===== src/rtl/upf_pkg.sv =====
// Package: constants and types shared by the frame builder modules.
`timescale 1ns / 1ps

package upf_pkg;

    localparam int          MaxBytes   = 5;
    localparam int          IdxW       = 3;

    localparam logic [7:0]  OPEN_MARK  = 8'h3E;
    localparam logic [7:0]  CLOSE_MARK = 8'h3C;
    localparam logic [7:0]  SUM_INVERT = 8'hFF;

    localparam logic        MODE_HEADER = 1'b0;
    localparam logic        MODE_DATA   = 1'b1;

    // Bytes one item puts on the wire, with the index of the last one.
    typedef struct packed {
        logic [MaxBytes-1:0][7:0] bytes;
        logic [IdxW-1:0]          last_idx;
        logic                     tail;
    } job_t;

endpackage


===== src/rtl/upf_if.sv =====
// Interfaces: command item channel and transmit byte channel.
`timescale 1ns / 1ps

interface upf_cmd_if;
    logic       valid;
    logic       ready;
    logic       mode;
    logic [7:0] msg_type;
    logic [7:0] payload_length;
    logic [7:0] data_byte;

    modport source (output valid, mode, msg_type, payload_length, data_byte, input ready);
    modport sink   (input valid, mode, msg_type, payload_length, data_byte, output ready);
endinterface

interface upf_tx_if;
    logic       valid;
    logic       ready;
    logic [7:0] out_byte;
    logic       run_last;
    logic       frame_end;

    modport source (output valid, out_byte, run_last, frame_end, input ready);
    modport sink   (input valid, out_byte, run_last, frame_end, output ready);
endinterface


===== src/rtl/upf_seq.sv =====
// Byte sequencer: holds one item's bytes and feeds them through the output register.
`timescale 1ns / 1ps

module upf_seq (
    input  logic           clk,
    input  logic           rst_n,
    input  logic           job_load,
    input  upf_pkg::job_t  job,
    output logic           job_free,
    upf_tx_if.source       tx
);

    upf_pkg::job_t                 job_reg;
    logic                          job_valid_reg;
    logic [upf_pkg::IdxW-1:0]      job_idx_reg;
    logic                          out_valid_reg;
    logic [7:0]                    out_byte_reg;
    logic                          run_last_reg;
    logic                          frame_end_reg;

    logic                          load_out;
    logic                          job_last;

    assign load_out = job_valid_reg && (!out_valid_reg || tx.ready);
    assign job_last = (job_idx_reg == job_reg.last_idx);
    assign job_free = !job_valid_reg || (load_out && job_last);

    always_ff @(posedge clk or negedge rst_n)
    begin
        if (!rst_n)
        begin
            job_valid_reg <= 1'b0;
            job_idx_reg   <= '0;
        end
        else if (job_load)
        begin
            job_valid_reg <= 1'b1;
            job_idx_reg   <= '0;
        end
        else if (load_out)
        begin
            if (job_last)
                job_valid_reg <= 1'b0;
            else
                job_idx_reg <= job_idx_reg + 1'b1;
        end
    end

    always_ff @(posedge clk)
    begin
        if (job_load)
            job_reg <= job;
    end

    always_ff @(posedge clk or negedge rst_n)
    begin
        if (!rst_n)
            out_valid_reg <= 1'b0;
        else if (load_out)
            out_valid_reg <= 1'b1;
        else if (tx.ready)
            out_valid_reg <= 1'b0;
    end

    always_ff @(posedge clk)
    begin
        if (load_out)
        begin
            out_byte_reg  <= job_reg.bytes[job_idx_reg];
            run_last_reg  <= job_last;
            frame_end_reg <= job_last && job_reg.tail;
        end
    end

    assign tx.valid     = out_valid_reg;
    assign tx.out_byte  = out_byte_reg;
    assign tx.run_last  = run_last_reg;
    assign tx.frame_end = frame_end_reg;

    a_idx_range: assert property (@(posedge clk) disable iff (!rst_n)
        job_valid_reg |-> job_idx_reg <= job_reg.last_idx)
        else $error("byte index past end of item");

    a_load_free: assert property (@(posedge clk) disable iff (!rst_n)
        job_load |-> job_free)
        else $error("item loaded over an unfinished one");

    a_end_last: assert property (@(posedge clk) disable iff (!rst_n)
        out_valid_reg && frame_end_reg |-> run_last_reg)
        else $error("closing mark not last byte of its item");

endmodule


===== src/rtl/uart_packet_framer_checksum.sv =====
// Top level: serial frame builder with additive checksum.
//
// Channels: cmd takes items (mode 0 = header with msg_type and
// payload_length, mode 1 = one payload byte); tx gives frame bytes with
// run_last on the last byte of each item and frame_end on the closing '<'.
// Frame: '>' type length data... checksum '<',
// checksum = ~(type + length + data bytes), 8 bits.
// A header opens a new frame (dropping any open one); a data item with no
// open frame is taken and gives no byte.
// Path: the byte holder is loaded when an item is accepted, and its first
// byte then moves into the output register, which drives tx; a stalled tx
// holds that move back while the output register is full.
// Throughput: one tx byte per cycle while tx.ready is high, set by the single
// output register; an item keeps the holder until its last byte moves out, so
// one-byte items flow at one per cycle and headers give 3 or 5 bytes.
// Reset: no frame open, holder and output register empty.
// Stall: when tx.ready is low the output byte holds, the holder fills and
// cmd.ready drops until the holder's last byte moves to the output register.
`timescale 1ns / 1ps

module uart_packet_framer_checksum (
    input  logic      clk,
    input  logic      rst_n,
    upf_cmd_if.sink   cmd,
    upf_tx_if.source  tx
);

    logic          frame_open_reg;
    logic          frame_open_next;
    logic [7:0]    bytes_left_reg;
    logic [7:0]    bytes_left_next;
    logic [7:0]    sum_acc_reg;
    logic [7:0]    sum_acc_next;

    logic          accept;
    logic          job_load;
    logic          job_free;
    upf_pkg::job_t job;
    logic [7:0]    sum_new;
    logic [7:0]    left_dec;

    assign cmd.ready = job_free;
    assign accept    = cmd.valid && cmd.ready;

    always_comb
    begin
        frame_open_next = frame_open_reg;
        bytes_left_next = bytes_left_reg;
        sum_acc_next    = sum_acc_reg;
        sum_new         = sum_acc_reg + cmd.data_byte;
        left_dec        = bytes_left_reg - 8'd1;
        job             = '0;
        job_load        = 1'b0;
        case (cmd.mode)
            upf_pkg::MODE_HEADER:
            begin
                sum_new         = cmd.msg_type + cmd.payload_length;
                sum_acc_next    = sum_new;
                bytes_left_next = cmd.payload_length;
                frame_open_next = (cmd.payload_length != 8'd0);
                job.bytes[0]    = upf_pkg::OPEN_MARK;
                job.bytes[1]    = cmd.msg_type;
                job.bytes[2]    = cmd.payload_length;
                job.bytes[3]    = sum_new ^ upf_pkg::SUM_INVERT;
                job.bytes[4]    = upf_pkg::CLOSE_MARK;
                job.tail        = (cmd.payload_length == 8'd0);
                job.last_idx    = job.tail ? upf_pkg::IdxW'(4) : upf_pkg::IdxW'(2);
                job_load        = accept;
            end
            upf_pkg::MODE_DATA:
            begin
                if (frame_open_reg)
                begin
                    sum_acc_next    = sum_new;
                    bytes_left_next = left_dec;
                    frame_open_next = (left_dec != 8'd0);
                    job.bytes[0]    = cmd.data_byte;
                    job.bytes[1]    = sum_new ^ upf_pkg::SUM_INVERT;
                    job.bytes[2]    = upf_pkg::CLOSE_MARK;
                    job.tail        = (left_dec == 8'd0);
                    job.last_idx    = job.tail ? upf_pkg::IdxW'(2) : upf_pkg::IdxW'(0);
                    job_load        = accept;
                end
            end
            default:
            begin
                job_load = 1'b0;
            end
        endcase
    end

    always_ff @(posedge clk or negedge rst_n)
    begin
        if (!rst_n)
        begin
            frame_open_reg <= 1'b0;
            bytes_left_reg <= 8'd0;
            sum_acc_reg    <= 8'd0;
        end
        else if (accept)
        begin
            frame_open_reg <= frame_open_next;
            bytes_left_reg <= bytes_left_next;
            sum_acc_reg    <= sum_acc_next;
        end
    end

    upf_seq u_seq (
        .clk      (clk),
        .rst_n    (rst_n),
        .job_load (job_load),
        .job      (job),
        .job_free (job_free),
        .tx       (tx)
    );

    a_open_count: assert property (@(posedge clk) disable iff (!rst_n)
        frame_open_reg |-> bytes_left_reg != 8'd0)
        else $error("open frame with no bytes left");

    a_drop: assert property (@(posedge clk) disable iff (!rst_n)
        accept && cmd.mode == upf_pkg::MODE_DATA && !frame_open_reg |=>
            frame_open_reg == $past(frame_open_reg) && $stable(sum_acc_reg))
        else $error("dropped data item changed frame state");

    a_header_opens: assert property (@(posedge clk) disable iff (!rst_n)
        accept && cmd.mode == upf_pkg::MODE_HEADER |=>
            frame_open_reg == (bytes_left_reg != 8'd0))
        else $error("header left inconsistent frame state");

endmodule

===== src/flat_wrapper.sv =====
// flat-port wrapper written by rule: the top's interface ports become plain ports
module uart_packet_framer_checksum_flat 
  (clk, rst_n, cmd_valid, cmd_mode, cmd_msg_type, cmd_payload_length, cmd_data_byte, cmd_ready, tx_valid, tx_out_byte, tx_run_last, tx_frame_end, tx_ready);
  upf_cmd_if cmd_i ();
  upf_tx_if tx_i ();
  input  logic clk;
  input  logic rst_n;
  input wire logic [$bits(cmd_i.valid)-1:0] cmd_valid;
  input wire logic [$bits(cmd_i.mode)-1:0] cmd_mode;
  input wire logic [$bits(cmd_i.msg_type)-1:0] cmd_msg_type;
  input wire logic [$bits(cmd_i.payload_length)-1:0] cmd_payload_length;
  input wire logic [$bits(cmd_i.data_byte)-1:0] cmd_data_byte;
  output wire logic [$bits(cmd_i.ready)-1:0] cmd_ready;
  output wire logic [$bits(tx_i.valid)-1:0] tx_valid;
  output wire logic [$bits(tx_i.out_byte)-1:0] tx_out_byte;
  output wire logic [$bits(tx_i.run_last)-1:0] tx_run_last;
  output wire logic [$bits(tx_i.frame_end)-1:0] tx_frame_end;
  input wire logic [$bits(tx_i.ready)-1:0] tx_ready;
  assign cmd_i.valid = cmd_valid;
  assign cmd_i.mode = cmd_mode;
  assign cmd_i.msg_type = cmd_msg_type;
  assign cmd_i.payload_length = cmd_payload_length;
  assign cmd_i.data_byte = cmd_data_byte;
  assign cmd_ready = cmd_i.ready;
  assign tx_valid = tx_i.valid;
  assign tx_out_byte = tx_i.out_byte;
  assign tx_run_last = tx_i.run_last;
  assign tx_frame_end = tx_i.frame_end;
  assign tx_i.ready = tx_ready;
  uart_packet_framer_checksum u_core (.clk(clk), .rst_n(rst_n), .cmd(cmd_i), .tx(tx_i));
endmodule

===== config.mk =====
export PLATFORM = sky130hd
export DESIGN_NAME = uart_packet_framer_checksum_flat
export DESIGN_NICKNAME = d
export VERILOG_FILES = /design/src/rtl/upf_pkg.sv /design/src/rtl/upf_if.sv /design/src/rtl/upf_seq.sv /design/src/rtl/uart_packet_framer_checksum.sv /design/src/flat_wrapper.sv
export SDC_FILE = /design/constraint.sdc
export NUM_CORES = 1
export LEC_CHECK = 0
export BUFFER_PORTS_ARGS = -buffer_cell sky130_fd_sc_hd__clkbuf_2
export CORE_MARGIN = 8
export CORE_UTILIZATION = 55
export CTS_CLUSTER_DIAMETER = 30
export CTS_CLUSTER_SIZE = 8
export DETAILED_ROUTE_END_ITERATION = 8
export PLACE_DENSITY = 0.73
export SYNTH_ARGS = -nofsm -noshare
export SYNTH_HDL_FRONTEND = slang
export SYNTH_SLANG_ARGS = --single-unit

===== constraint.sdc =====
create_clock -name clk -period 2.46 [get_ports clk]
set_clock_uncertainty 0.1 [all_clocks]
set_input_delay 0 -clock clk [delete_from_list [all_inputs] [get_ports clk]]
set_output_delay 0 -clock clk [all_outputs]
set_load 0.01 [all_outputs]

# Word level (Yosys, flattened, before mapping)

Index checks and enable logic that the tools add are counted.

Bits in registers: 76
Input port bits: 29
Output and inout bits: 12
Logic and storage cells: 68

Add/sub/neg operators: 4
Order comparisons: 1
Equal/unequal tests: 3
Multiplexer cells: 23
Bitwise operators: 3
Reductions and logical operators: 18

Operators with widths:

| kind                                                                         | number |
|---|---|
| 28-bit one-hot mux with 2 select lines                                       | 1 |
| 8-bit one-hot mux with 2 select lines                                        | 2 |
| 26-bit two-way mux                                                           | 1 |
| 8-bit binary-select mux with 3-bit select                                    | 1 |
| 8-bit two-way mux                                                            | 3 |
| 8-bit adder                                                                  | 2 |
| 8-bit zero test                                                              | 2 |
| 8-bit NOT                                                                    | 2 |
| 8-bit nonzero test                                                           | 2 |
| 14-bit two-way mux                                                           | 1 |
| 3-bit two-way mux                                                            | 4 |
| 8-bit by 1-bit subtractor with 8-bit output, second input constant           | 1 |
| 1-bit two-way mux                                                            | 7 |
| 2-bit AND reduction                                                          | 3 |
| 2-bit nonzero test                                                           | 3 |
| 1-bit logical AND                                                            | 4 |
| 3-bit by 4-bit less-than comparator with 1-bit output, second input constant | 1 |
| 2-bit by 1-bit inequality test with 1-bit output, second input constant      | 2 |
| 1-bit one-hot mux with 2 select lines                                        | 2 |
| 3-bit by 1-bit adder with 3-bit output, second input constant                | 1 |
| 3-bit == test                                                                | 1 |
| 1-bit zero test                                                              | 2 |
| 1-bit logical OR                                                             | 2 |
| 2-bit two-way mux                                                            | 1 |
| 1-bit NOT                                                                    | 1 |

# Longest topological paths before layout

Gate-level depths: netlist of run 1.

Word-level depth: 10
Mapped depth: 7
Gate-level depth less buffers: 7

# Modules after synthesis

A second synthesis of run 1 with hierarchy kept.

Cells, all modules: 374
Area total of the unflattened synthesis: 4159.0 um^2

By module, submodules not included:

| module                      | instances | cells each | area an instance (um^2) | seq. area each (um^2) |
|---|---|---|---|---|
| upf_seq                     | 1         | 127        | 2255.9                  | 1746.7 |
| uart_packet_framer_checksum | 1         | 247        | 1903.1                  | 425.4 |

# Worst setup path before layout of run 1

OpenSTA, ideal clock, no wires.

Kind: flip-flop to flip-flop
Start point: register u_core.u_seq.out_valid_reg, in the netlist u_core.u_seq.tx.valid
End point: register u_core.bytes_left_reg[7]
Setup time: 0.126 ns
Data arrival time: 1.871 ns
Data required time: 2.234 ns
Path slack: 0.364 ns
Cell stages (with the launch flop): 8
Path buffers: 1
Clock period less this slack: 2.096 ns
Cells stage by stage: dfrtp_1 > nor2b_1 > o41ai_4 > nand3_2 > clkinv_2 > buf_6 > nand4_1 > o311a_1

Longest elaborated chain between the ends: 7

RTL lines:

| item                                 | RTL line                           | text |
|---|---|---|
| from (decl)                          | upf_seq.sv:16                      | `logic out_valid_reg;` |
| from (signal assigned)               | upf_seq.sv:58                      | `out_valid_reg <= 1'b0;` |
| from (signal assigned)               | upf_seq.sv:60                      | `out_valid_reg <= 1'b1;` |
| from (signal assigned)               | upf_seq.sv:62                      | `out_valid_reg <= 1'b0;` |
| 1-bit zero test                      | upf_seq.sv:24                      | `assign load_out = job_valid_reg && (!out_valid_reg \|\| tx.ready);` |
| 1-bit logical OR                     | upf_seq.sv:24                      |  |
| 1-bit logical AND                    | upf_seq.sv:24                      |  |
| 1-bit logical AND                    | upf_seq.sv:26                      | `assign job_free = !job_valid_reg \|\| (load_out && job_last);` |
| 1-bit logical OR                     | upf_seq.sv:26                      |  |
| named net cmd_ready                  | flat_wrapper.sv:13                 | `output wire logic [$bits(cmd_i.ready)-1:0] cmd_ready;` |
| 1-bit logical AND                    | uart_packet_framer_checksum.sv:43  | `assign accept = cmd.valid && cmd.ready;` |
| 2-bit AND reduction (no source line) | --                                 |  |
| to (signal assigned)                 | uart_packet_framer_checksum.sv:103 | `bytes_left_reg <= bytes_left_next;` |
| to (decl)                            | uart_packet_framer_checksum.sv:30  | `logic [7:0] bytes_left_reg;` |

The timed path passes the listed nets, and every way through them passes these cells.
A chain may end at the register's enable or synchronous reset.

# Worst setup path in the final report of run 1

Start point: input port cmd_payload_length[0]
End point: register u_core.u_seq.job_reg[34] (netlist name), data pin

Longest elaborated chain between the ends: 2

RTL lines:

| item                       | RTL line                          | text |
|---|---|---|
| from (decl)                | flat_wrapper.sv:11                | `input wire logic [$bits(cmd_i.payload_length)-1:0] cmd_payload_length;` |
| 8-bit adder                | uart_packet_framer_checksum.sv:57 | `sum_new = cmd.msg_type + cmd.payload_length;` |
| 8-bit NOT (no source line) | --                                |  |
| to (signal assigned)       | upf_seq.sv:52                     | `job_reg <= job;` |
| to (decl)                  | upf_seq.sv:13                     | `upf_pkg::job_t job_reg;` |

Every way passes these cells.

==> results of run 1 <==
## metrics by stage
stage | std cells | power [mW] | hold slack (ps) | setup slack, ps | cell area, um2
after floorplan | 324 | 3.345 | -395.6 | 363.5 | 3756
after global placement | 442 | 3.913 | -61.55 | 340.4 | 4100
after detailed placement | 442 | 3.980 | -68.06 | 311.4 | 4100
after CTS | 485 | 5.186 | 21.14 | 248.9 | 4629
after global routing | 485 | 5.481 | 47.54 | 93.94 | 4629
final | 485 | 5.174 | 26.27 | 221.3 | 4629
## per-layer routing
layer	up-vias	share of wire, %
met3	12	6.8
met4	0	1.5
met5	-	0
li1	1353	-
met2	90	50
met1	1335	41
## cell type report
| type | count | area (um2) |
|---|---|---|
| fillers | 494 | 2090 |
| clock buffers | 11 | 151.4 |
| flip-flops and latches | 68 | 1932 |
| clock inverters | 5 | 107.6 |
| inverters | 17 | 65.06 |
| multi-input cells | 224 | 1693 |
| repair buffers | 80 | 580.6 |
| well taps | 80 | 100.1 |
## cells by family after synthesis
kind of cell / after synthesis / synth area share (%)
multiplexers: 18 / 7.495
buffers and inverters: 32 / 3.498
flip-flops: 68 / 51.43
AO/OA/AOI/OAI: 68 / 13.06
adder cells (fa/ha/maj): 19 / 6.729
AND/OR/NAND/NOR: 102 / 13.82
XOR/XNOR: 17 / 3.964
## cells in the mapped netlist (all sizes together), types with 4 or more instances
| cell type | number |
|---|---|
| nand3 | 5 |
| o2bb2ai | 7 |
| buf | 4 |
| a21o | 5 |
| mux2i | 9 |
| xnor2 | 8 |
| a211oi | 4 |
| nor4 | 5 |
| mux4 | 8 |
| nor2 | 23 |
| o21ai | 20 |
| clkbuf | 11 |
| nor2b | 9 |
| o22ai | 4 |
| xor2 | 9 |
| edfxtp | 46 |
| nor3 | 7 |
| dfrtp | 22 |
| ha | 17 |
| nand4 | 4 |
| o31ai | 4 |
| a21oi | 7 |
| nand2b | 6 |
| inv | 16 |
| nand2 | 29 |
## how the worst max path moves through the flow
stage	startpoint	to	slack [ps]	cells after the start
finish	cmd_payload_length[0]	u_core.u_seq.job_reg[34]$_SDFFCE_PP0P_	220	9
global route	u_core.sum_acc_reg[1]$_DFFE_PN0P_	u_core.u_seq.job_reg[19]$_DFFE_PP_	90	6
CTS	cmd_payload_length[0]	u_core.u_seq.job_reg[34]$_SDFFCE_PP0P_	250	9
detailed placement	u_core.bytes_left_reg[0]$_DFFE_PN0P_	u_core.frame_open_reg$_DFFE_PN0P_	310	7
global placement	u_core.bytes_left_reg[0]$_DFFE_PN0P_	u_core.u_seq.job_reg[0]$_DFFE_PP_	340	6
floorplan	u_core.u_seq.tx.valid$_DFFE_PN0P_	u_core.bytes_left_reg[7]$_DFFE_PN0P_	360	7
## power by group
part	switching, mW	internal (mW)
Clock	0.435	0.732
Combinational	1.16	0.916
Sequential	0.219	1.71
Total	1.81	3.36
## worst max-delay path: stages
cell	delay, ps
dlygate4sd3_1	540
clkbuf_2	130
ha_1	250
fa_1	440
a21oi_1	210
o211ai_1	140
a21oi_1	200
xor2_1	270
and2_1	170
## repair_timing
| item | 4_1_cts | 5_1_grt |
|---|---|---|
| endpoints found under the hold margin | 52 | 0 |
| setup endpoints to repair | 0 | 0 |
| hold buffers | 27 | 0 |
==> results.md, run 1 <==
* Syn Nets at 372
* Core area at 6719 um2
* Netlist cell types at 54
* Drt initial violations at 209
* Routed Antenna Nets at 0
* GR Util met3 at 4.440%
* Vias in the first global route at 2917
* Max reg flops at 36
* Yosys warns at 0
* Critical path arrival at 2360 ps
* CP Max Fanout at 3
* I/O Pins at 41
* Die Span Y at 98.64 um
* Met2 Use GR at 33.07%
* PortBufs at 40
* Ys flop type: edfxtp_1
* Initial Util at 55.90%
* Fin crit period at 2239 ps
* CTS Sinks at 68
* Max Freq at 446.7 MHz
* Final hold violation count at 0
* CTS tree: built
* Global-route wire length before repair at 14750 um
* Area contributors post-synth: edfxtp_1 (37%), dfrtp_1 (15%), ha_1 (5.7%), mux4_2 (4.8%), nand2_1 (2.9%)
* DR vias at 2790
* Final-report setup violation count at 0
* Largest net degree at the start of global routing at 23
* Synth Register Bits at 68
* Overflow after GRT at 0
* Clk_lat worst skew at 350 ps
* Final RePlAce weighted congestion at 0.8622
* Layout cells sized above 1 at 21.73%
* Status: finished clean
* Worst vdd ir at 0.0006386 V
* Tot GR Track Use at 19.53%
* Synth top area share at 36.78%
* Post-Synthesis Cells at 324
* Worst-margin pin slew at 607.3 ps
* Commonest non-fill, non-tap cells in the layout: edfxtp_1 (46), clkbuf_2 (40), nand2_1 (29)
* PwrDens at 1118 nW/um2
* Pre-antenna DRT Iters at 6
* Area growth syn-to-layout at 23.25%
* Rel. slew slack at 59.51%
* Asr flop ratio synth at 32.35%
* Setup_tns at 0 ps
* CP Launch Type: input pin
* Reg-to-reg setup timing slack at 260 ps
* Post-layout util at 68.90%
* Sequential area share after synthesis at 51.43%
* Yosys top cell by area: edfxtp_1
* Number of synthesized flops with an enable pin at 46
* Worst-path clk slew at 70 ps
* Hold Crit Depth at 3
* Row Count at 30
* N_diodes at 0
* Nature of the critical path endpoint: flip-flop
* WS Path Type: in -> reg
* Fin. max-slew vios at 0
* Fin crit share at 91.00%
* Nets at 448
* HP Class: in -> reg
* Post-CTS Resized at 0
* Syn avg cell area at 11.59 um2
* Worst path required time at 2580 ps
* RSZ-0062 raised after global routing: no
* Post-CTS setup buffers at 0
* R2r startpoint: u_core.bytes_left_reg[0]$_DFFE_PN0P_
* Root buffer cell: clkbuf_8
* Total routed wirelength at 8924 um
* Antenna violations before repair at 0
* Hpwl dp at 6559 um
* Chip width at 98.64 um
* H-tree Lvls at 3
* Busiest metal layer after global routing: met2
* Met1 Track Usage GR at 23.33%
* R2R cell count at 7
* Commonest non-fill, non-tap cell in the layout: edfxtp_1
* Hold Crit Endpoint: u_core.bytes_left_reg[0]$_DFFE_PN0P_
* TritonCTS Buffers at 9
* Max Root-Sink Buffers at 2
* Reg-to-Reg End: u_core.frame_open_reg$_DFFE_PN0P_
* Post-DR wirelength/cell at 18.40 um
* Die Area at 9730 um2
* Worst Min Path Start: cmd_mode
* DRC violations left at 0
* Max-cap viol count at 0
* Mapped cell area at 3756 um2
* Leakage power at 1.954 nW
* Post-DR vias/cell at 5.753
No activity file was read; power rests on OpenSTA's default activity.
==> run 2, diff against run 1 <==
SKIP_LAST_GASP = 1   (was unset)
clock period = 2.5 ns   (was 2.46 ns; I/O delays follow)
==> run 2 against run 1 <==
  * Register-to-register slack gained 30 ps
  * Die area stayed put
  * Sequential power about the same
  * Final cell count shrank 0.62%
  * Clock power down 19%
  * Worst setup slack lost 3.3 ps
  * Via count increased by 0.50%
  * Highest routed layer unchanged
==> results.md, run 2 (same netlist as run 1, synthesis figures left out) <==
* Fin. max-slew vios at 0 (unchanged)
* Final non-filler cell total at 482 (was 485)
* Initial Util at 55.90% (unchanged)
* Clock power share at 19.6% (was 22.6%)
* I/O Pins at 41 (unchanged)
* Max reg flops at 36 (unchanged)
* Fillcell total at 491 (was 494)
* CP Launch Type: input pin (unchanged)
* Core area at 6719 um2 (unchanged)
* Overflow after GRT at 0 (unchanged)
* DP Worst Slack at 327.2 ps (was 311.4 ps)
* Largest net degree at the start of global routing at 27 (was 23)
* HP Class: in -> reg (unchanged)
* Setup_tns at 0 ps (unchanged)
* CTS tree: built (unchanged)
* Area after DPL at 4093 um2 (was 4100 um2)
* Max-cap viol count at 0 (unchanged)
* Switching power at 1.771 mW (was 1.810 mW)
* Layout cells sized above 1 at 21.64% (was 21.73%)
* Clk_lat worst skew at 340 ps (was 350 ps)
* Nets at 445 (was 448)
* H-tree Lvls at 3 (unchanged)
* Placed cells at 441 (was 442)
* DR vias at 2804 (was 2790)
* Area growth syn-to-layout at 21.25% (was 23.25%)
* Post-DR vias/cell at 5.817 (was 5.753)
* RSZ-0062 raised after global routing: no (unchanged)
* Die Span Y at 98.64 um (unchanged)
* Critical path arrival at 2390 ps (was 2360 ps)
* Final RePlAce weighted congestion at 0.8494 (was 0.8622)
* Nature of the critical path endpoint: flip-flop (unchanged)
* CTS Sinks at 68 (unchanged)
* CP Cell Sequence: dlygate4sd3_1 > clkbuf_2 > ha_1 > fa_1 > a21oi_1 > o211ai_1 > a21oi_1 > xor2_1 > and2_1 (unchanged)
* Switching share of power at 36.37% (was 34.99%)
* Total routed wirelength at 8806 um (was 8924 um)
* Rel. slew slack at 57.04% (was 59.51%)
* N_diodes at 0 (unchanged)
* CTS Hold Bufs at 25 (was 27)
* Max Root-Sink Buffers at 2 (unchanged)
* PwrDens at 1069 nW/um2 (was 1118 nW/um2)
* Max Freq at 438.2 MHz
* Final worst slack at 218.0 ps (was 221.3 ps)
* CP dominant cell by count: a21oi_1 (unchanged)
* Final hold violation count at 0 (unchanged)
* Chip width at 98.64 um (unchanged)
* Commonest non-fill, non-tap cells in the layout: edfxtp_1 (46), clkbuf_2 (40), nand2_1 (29) (unchanged)
* Root buffer cell: clkbuf_8 (unchanged)
* Pre-antenna DRT Iters at 5 (was 6)
* DRC violations left at 0 (unchanged)
* Worst path required time at 2610 ps (was 2580 ps)
* Worst-margin pin slew at 644.3 ps (was 607.3 ps)
* Fin crit period at 2282 ps
* Max incr delay on CP at 530 ps (was 540 ps)
* CP Max Fanout at 3 (unchanged)
* Global-route wire length before repair at 14700 um (was 14750 um)
* Hpwl dp at 6413 um (was 6559 um)
* Die Area at 9730 um2 (unchanged)
* Combinational share of power at 41.4% (was 40.1%)
* Row Count at 30 (unchanged)
* Vias in the first global route at 2926 (was 2917)
* WS Path Type: in -> reg (unchanged)
* Routed Antenna Nets at 0 (unchanged)
* Status: finished clean (unchanged)
* Worst-path clk slew at 70 ps (about the same)
* Post-DR wirelength/cell at 18.27 um (was 18.40 um)
* Worst vdd ir at 0.0004965 V (was 0.0006386 V)
* Commonest non-fill, non-tap cell in the layout: edfxtp_1 (unchanged)
* PortBufs at 40 (unchanged)
* Antenna violations before repair at 0 (unchanged)
* Tot GR Track Use at 19.14% (was 19.53%)
* Fin crit share at 91.28%
* Post-CTS Resized at 0 (unchanged)
* Drt initial violations at 269 (was 209)
* Post-layout util at 67.78% (was 68.90%)
* Final-report setup violation count at 0 (unchanged)
* TritonCTS Buffers at 9 (unchanged)
* Crit path max-delay cell type: dlygate4sd3_1 (unchanged)
* Internal power at 3.099 mW (was 3.363 mW)
* Sequential share of power at 39.1% (was 37.4%)
* Post-CTS setup buffers at 0 (unchanged)
* Leakage power at 1.916 nW (was 1.954 nW)
* Post-route cell area at 4554 um2 (was 4629 um2)
[run 2: cell types whose count changed in the layout (fill, tap and decap cells not counted)]
| cell | change |
|---|---|
| buf_4 | -1 |
| bufinv_16 | -2 |
| clkinv_2 | +1 |
| clkinvlp_4 | +1 |
| dlygate4sd3_1 | -2 |
[run 2: layer usage]
layer	wire (um)	GRT usage [%]	vias to the layer above
met2	4327	31.92	105
met3	576	4.299	11
li1	-	-	1346
met4	139	7.084	0
met1	3762	23.69	1342
met5	0	0	-
[run 2: path summary, 6_finish.rpt]
check,from,endpoint,slack [ps],cells after the start
worst max-delay path,cmd_payload_length[0],u_core.u_seq.job_reg[34]$_SDFFCE_PP0P_,220,9
worst min-delay path,cmd_msg_type[6],u_core.u_seq.job_reg[18]$_DFFE_PP_,30,3
worst max register to register,u_core.bytes_left_reg[0]$_DFFE_PN0P_,u_core.u_seq.job_reg[0]$_DFFE_PP_,290,6
worst min register to register,u_core.sum_acc_reg[5]$_DFFE_PN0P_,u_core.sum_acc_reg[5]$_DFFE_PN0P_,390,2
max in group asynchronous,rst_n,u_core.sum_acc_reg[1]$_DFFE_PN0P_,1770,2
min in group asynchronous,rst_n,u_core.bytes_left_reg[0]$_DFFE_PN0P_,110,2
[run 2: through the flow]
stage               power (mW)  hold slack (ps)
finish                   4.870            31.87
global route             5.178            24.12
CTS                      4.883            21.83
detailed placement       3.900           -43.41
global placement         3.853           -48.58
floorplan                3.291           -395.6
[run 2: critical path, delay by kind of cell]
family	cells	cell delay [ps]
xor+xnor	1	270
compound gates	3	610
buf+inv	2	660
simple gates	1	170
fa+ha+maj	2	690
[run 2: cell type report]
type	instances	area [um2]	area share [%]
clock buffers	11	151.4	3.324
inverters	17	65.06	1.429
multi-input cells	224	1693	37.17
well taps	80	100.1	2.198
flip-flops and latches	68	1932	42.42
repair buffers	77	553.0	12.14
clock inverters	5	60.06	1.319
[run 2: power by group through the flow]
| stage | registers (mW) | logic (mW) | clock network (mW) |
|---|---|---|---|
| after floorplan | 1.92 | 1.37 | 0 |
| after global placement | 1.91 | 1.94 | 0 |
| after detailed placement | 1.92 | 1.98 | 0 |
| after CTS | 1.90 | 2.02 | 0.967 |
| after global routing | 1.95 | 2.23 | 1.01 |
| final | 1.90 | 2.01 | 0.952 |
